### src/hw/rtl/dssd_pkg.sv
// ----------------------------------------------------------------------------
// Dual seven-segment driver package
// Command codes, register indexes, the segment table and the stage structs.
// ----------------------------------------------------------------------------
package dssd_pkg;

  localparam int PAT_DEPTH = 256;
  localparam int PAT_AW    = 8;

  localparam int IN_DATA_W  = 40;
  localparam int OUT_DATA_W = 40;

  typedef enum logic [2:0] {
    CMD_SET  = 3'd0,
    CMD_INC  = 3'd1,
    CMD_DEC  = 3'd2,
    CMD_SHOW = 3'd3,
    CMD_NEXT = 3'd4,
    CMD_PREV = 3'd5,
    CMD_LOAD = 3'd6,
    CMD_NOP  = 3'd7
  } cmd_t;

  localparam logic [1:0] MODE_OFF = 2'd0;
  localparam logic [1:0] MODE_DEC = 2'd1;
  localparam logic [1:0] MODE_HEX = 2'd2;
  localparam logic [1:0] MODE_PAT = 2'd3;

  localparam logic [1:0] REG_MODE      = 2'd0;
  localparam logic [1:0] REG_COUNT     = 2'd1;
  localparam logic [1:0] REG_ACTIVE_LO = 2'd2;

  localparam logic [7:0] DEC_MAX   = 8'd99;
  localparam logic [7:0] DEC_LIMIT = 8'd100;

  // Source of the displayed word once a command retires
  typedef enum logic [1:0] {
    SRC_KEEP = 2'd0,
    SRC_NUM  = 2'd1,
    SRC_MEM  = 2'd2
  } word_src_t;

  typedef struct packed {
    logic [1:0] mode;
    logic [7:0] count;
    logic       active_low;
    logic       mode_wr;
    logic       count_wr;
  } cfg_t;

  typedef struct packed {
    word_src_t   src;
    logic [15:0] num_word;
    logic [7:0]  value;
    logic [7:0]  index;
    logic        accepted;
  } stage_t;

  // gfedcba, segment a in bit 0
  function automatic logic [7:0] hex_seg(input logic [3:0] d);
    logic [7:0] s;
    case (d)
      4'h0: s = 8'h3F;
      4'h1: s = 8'h06;
      4'h2: s = 8'h5B;
      4'h3: s = 8'h4F;
      4'h4: s = 8'h66;
      4'h5: s = 8'h6D;
      4'h6: s = 8'h7D;
      4'h7: s = 8'h07;
      4'h8: s = 8'h7F;
      4'h9: s = 8'h6F;
      4'hA: s = 8'h77;
      4'hB: s = 8'h7C;
      4'hC: s = 8'h39;
      4'hD: s = 8'h5E;
      4'hE: s = 8'h79;
      4'hF: s = 8'h71;
      default: s = 8'h00;
    endcase
    return s;
  endfunction

  localparam logic [15:0] WORD_ZERO = 16'h3F3F;

  // Tens by reciprocal: (v * 205) >> 11 is exact for v below 1024
  function automatic logic [15:0] dec_word(input logic [7:0] v);
    logic [15:0] prod;
    logic [3:0]  tens;
    logic [7:0]  units;
    prod  = 16'(v) * 16'd205;
    tens  = 4'(prod >> 11);
    units = v - {4'd0, tens} * 8'd10;
    return {hex_seg(tens), hex_seg(units[3:0])};
  endfunction

  function automatic logic [15:0] hex_word(input logic [7:0] v);
    return {hex_seg(v[7:4]), hex_seg(v[3:0])};
  endfunction

endpackage

### src/hw/rtl/dssd_out.sv
// ----------------------------------------------------------------------------
// Output stage
// Resolves the displayed word, applies polarity and holds the result
// transfer until the receiver takes it.
// ----------------------------------------------------------------------------
module dssd_out
  import dssd_pkg::*;
(
  input  logic                  clk,
  input  logic                  rst_n,
  input  cfg_t                  cfg,
  input  logic                  stg_valid,
  input  stage_t                stg,
  input  logic [15:0]           mem_rdata,
  output logic                  stg_ready,
  output logic                  out_tvalid,
  input  logic                  out_tready,
  output logic [OUT_DATA_W-1:0] out_tdata
);

  logic [15:0]           shown_word_r, shown_nxt, drive;
  logic                  valid_r;
  logic [OUT_DATA_W-1:0] data_r;
  logic                  adv;

  assign stg_ready = !valid_r || out_tready;
  assign adv       = stg_valid && stg_ready;

  always_comb begin
    case (stg.src)
      SRC_NUM: shown_nxt = stg.num_word;
      SRC_MEM: shown_nxt = mem_rdata;
      default: shown_nxt = shown_word_r;
    endcase
    drive = shown_nxt ^ {16{cfg.active_low}};
  end

  always_ff @(posedge clk) begin
    if (adv) begin
      data_r <= {7'd0, stg.accepted, stg.index, stg.value, drive[7:0], drive[15:8]};
    end
  end

  always_ff @(posedge clk) begin
    if (!rst_n) begin
      valid_r      <= 1'b0;
      shown_word_r <= 16'd0;
    end else begin
      if (adv) begin
        valid_r <= 1'b1;
      end else if (out_tready) begin
        valid_r <= 1'b0;
      end
      if (cfg.mode_wr && cfg.mode == MODE_OFF) begin
        shown_word_r <= 16'd0;
      end else if (cfg.mode_wr && cfg.mode != MODE_PAT) begin
        shown_word_r <= WORD_ZERO;
      end else if (adv) begin
        shown_word_r <= shown_nxt;
      end
    end
  end

  assign out_tvalid = valid_r;
  assign out_tdata  = data_r;

endmodule

### config.mk
export PLATFORM = sky130hd
export DESIGN_NAME = dssd_out
export DESIGN_NICKNAME = d
export VERILOG_FILES = /design/src/hw/rtl/dssd_pkg.sv /design/src/hw/rtl/dssd_out.sv
export SDC_FILE = /design/constraint.sdc
export NUM_CORES = 1
export LEC_CHECK = 0
export ABC_CLOCK_PERIOD_IN_PS = 3660
export BUFFER_PORTS_ARGS = -buffer_cell sky130_fd_sc_hd__buf_2
export CORE_ASPECT_RATIO = 1.75
export CORE_MARGIN = 2
export CORE_UTILIZATION = 50
export DETAILED_ROUTE_END_ITERATION = 7
export PLACE_DENSITY = 0.95
export SETUP_SLACK_MARGIN = 0.4
export SKIP_LAST_GASP = 1
export SLEW_MARGIN = 20
export SYNTH_ARGS = -nofsm -noshare
export SYNTH_HDL_FRONTEND = slang
export SYNTH_SLANG_ARGS = --single-unit
### constraint.sdc
create_clock -name clk -period 3.66 [get_ports clk]
set_input_delay 0.549 -clock clk [delete_from_list [all_inputs] [get_ports clk]]
set_output_delay 0.549 -clock clk [all_outputs]
set_load 0.05 [all_outputs]
==> results.py <==
metrics = {
    "sta": {
        "fin_worst_skew_ns": 0.00307,
        "slew-limit-headroom": 0.415,
        "worst_slew_pin_slew_ns": 0.875,
        "final.setup.tns_ns": 0,
        "maximum_clock_rate_mhz": 469,
        "unrepaired_setup_endpoints_after_global_routing": "false",
        "maxSlewViolCount": 0,
        "finalSetupViolCount": 0,
        "final-hold-violation-count": 0,
        "finalCritPeriodShare": 0.582,
        "finalWorstPathRequiredPeriod_ns": 2.13,
    },
    "routing": {
        "drcViolationCount": 0,
        "num_vias": 1639,
        "firstDrtPassIters": 4,
        "vias_per_cell": 5.29,
        "drt.antenna.violating_nets": 0,
        "wl_mm": 4.63,
        "post_drt_wl_per_cell_um": 14.9,
        "detail_route.iter0.violations": 31,
    },
    "pwr": {
        "power_density_mw_per_mm2": 487,
        "peak_vdd_ir_mv": 0.348,
        "power_leakage_nw": 1.17,
    },
    "placement": {
        "place.port_buffers": 93,
        "gp_congestion": 0.845,
        "detailed_place_hpwl_mm": 3.51,
    },
    "cells_and_area": {
        "nNetsFinal": 328,
        "layout.cells.most_common": "sky130_fd_sc_hd__buf_2",
        "syn2layout_area_growth_pct": 20.4,
        "final_layout_size_suffix_gt1_frac": 0.475,
        "layout_common_cells": "sky130_fd_sc_hd__buf_2, sky130_fd_sc_hd__edfxtp_1, sky130_fd_sc_hd__dfxtp_1, sky130_fd_sc_hd__xnor2_1, sky130_fd_sc_hd__inv_1",
        "final_core_util": 0.630,
        "fillCellCount": 389,
        "n_antenna_cell": 0,
    },
    "synthesis": {
        "total_of_flip_flops_plus_latches_after_synthesis": 50,
        "synth_async_sr_flop_share": 0,
        "ys_seq_area_frac": 0.578,
        "synth_cells": 172,
        "synth_enable_flop_cells": 33,
        "mappedNetlistArea_mm2": 0.00230,
        "avgSynthCellArea_um2": 13.4,
        "synth.lib_cells_used.distinct": 33,
        "most_frequently_used_flop_master_after_synthesis": "sky130_fd_sc_hd__edfxtp_1",
        "synthesis.yosys.warnings": 0,
    },
    "die": {
        "initial_utilization": 0.523,
        "fp.dieArea_mm2": 0.00519,
        "num_rows": 32,
        "die_h_um": 93.8,
        "die_width_um": 55.3,
        "placeableCoreArea_mm2": 0.00440,
        "io-pin-count": 110,
    },
    "critical_path": {
        "reg2reg_from": "out_tvalid",
        "crit_path_end": "out_tdata[12]",
        "worst_case_register_to_register_setup_slack_ns": 2.13,
        "setup.worst_path.end_class": "flop",
        "arrival_worst_endpoint_ns": 2.17,
        "worstRegToRegCells": 2,
        "maximum_fanout_along_the_worst_path": 20,
        "worst_path_required_time_ns": 3.70,
        "critPathLaunchType": "input port",
        "worstSetupPathType": "in -> reg",
        "crit-reg2reg-capture": "out_tdata[3]",
        "timing.critical_path.from": "stg[33]",
    },
    "run_status": {
        "status": "finished, final reports clean",
    },
    "global_route": {
        "grt_usage": 0.187,
        "grt_first_pass_wirelength_mm": 7.58,
        "antenna_found_initial": 0,
        "first_global_vias": 1633,
        "grt_max_degree": 34,
        "grt_remaining_overflow": 0,
    },
    "cts": {
        "hold_buffers": 0,
        "clkSlewWorstSetupHoldPaths_ns": 0.08,
        "clkLatencyLatePin_ns": 0.29,
        "cts_tree": "yes",
        "post_cts_sizing": 0,
        "cts.root.buffer_cell": "sky130_fd_sc_hd__clkbuf_8",
        "tritoncts_num_sinks": 50,
        "cts_post_setup_buffers_inserted": 0,
        "clk_path_buf_depth": 2,
        "clock_tree.htree_level_count": 2,
        "numCtsBuffers": 5,
    },
    "job": {
        "cap_violations": 0,
    },
    "min_path": {
        "hold_class": "in -> reg",
    },
}
[final cells by class]
cell class / count / area, µm² / share of cell area
flip-flops and latches: 50 / 1330 / 0.480
multi-input cells: 89 / 744 / 0.268
repair buffers: 94 / 473 / 0.170
clock buffers: 8 / 90.1 / 0.0325
inverters: 18 / 72.6 / 0.0261
well taps: 51 / 63.8 / 0.0230
[Yosys cell counts, drive strengths merged, types with 4 or more instances]
library cell / n / area (µm²)
a221o: 12 / 128
a221oi: 12 / 118
a22o: 4 / 35.0
a31oi: 4 / 25.0
buf: 21 / 186
dfxtp: 17 / 340
edfxtp: 33 / 991
inv: 18 / 72.6
mux2i: 4 / 40.0
nor3: 5 / 30.0
nor4: 4 / 25.0
o21ai: 12 / 86.3
xnor2: 16 / 140
[per-layer routing]
metal	vias to the layer above	wire length, µm	GRT usage
met5	-	0	0
met4	0	63	0.0671
met3	5	299	0.0455
met2	67	2590	0.339
met1	763	1680	0.210
li1	804	-	-
[where the power goes]
group | switching (W) | total [W] | internal (W)
registers | 0.0000164 | 0.000678 | 0.000662
clock network | 0.000165 | 0.000320 | 0.000154
logic | 0.000244 | 0.000353 | 0.000109
total | 0.000426 | 0.00135 | 0.000925
[worst max-delay path: stages]
cell and delay (ns):
sky130_fd_sc_hd__buf_2 0.09, sky130_fd_sc_hd__inv_1 0.04, sky130_fd_sc_hd__ha_1 0.64, sky130_fd_sc_hd__inv_2 0.34
sky130_fd_sc_hd__o21ai_0 0.41, sky130_fd_sc_hd__xnor2_1 0.10
[how the worst min path moves through the flow]
stage | end | from | depth (start not counted)
2_1_floorplan | shown_word_r[2] | shown_word_r[2] | 2
3_3_place_gp | shown_word_r[4] | shown_word_r[4] | 2
3_5_place_dp | shown_word_r[0] | shown_word_r[0] | 2
4_1_cts | out_tdata[30] | stg[7] | 1
5_1_grt | out_tdata[30] | stg[7] | 1
6_report | out_tdata[23] | stg[16] | 1
[flip-flops by register name (all words and copies together), names as in the netlist]
signal and cells:
out_tdata 33, shown_word_r 16, out_tvalid 1
[metrics by stage]
step	cells	cell area (µm²)	setup slack, ns	total power, W	hold slack (ns)
floorplan	178	2330	1.04	0.000978	0.444
finish	310	2780	1.53	0.00135	0.425
global placement	302	2690	1.28	0.00103	0.452
CTS	310	2780	1.52	0.00136	0.421
global route	310	2780	1.33	0.00141	0.409
detailed placement	302	2690	1.20	0.00105	0.466
[cell families after synthesis]
kind of cell               Yosys count  synth area share
AOI/OAI and AO/OA                   48             0.185
DFF                                 50             0.578
xor gates and xnor gates            16            0.0608
buffers and inverters               39             0.112
adders and majority gates            2            0.0109
and+or+nand+nor                     12            0.0342
other                                1           0.00163
muxes                                4            0.0174
(Power assumes the default switching activity.)
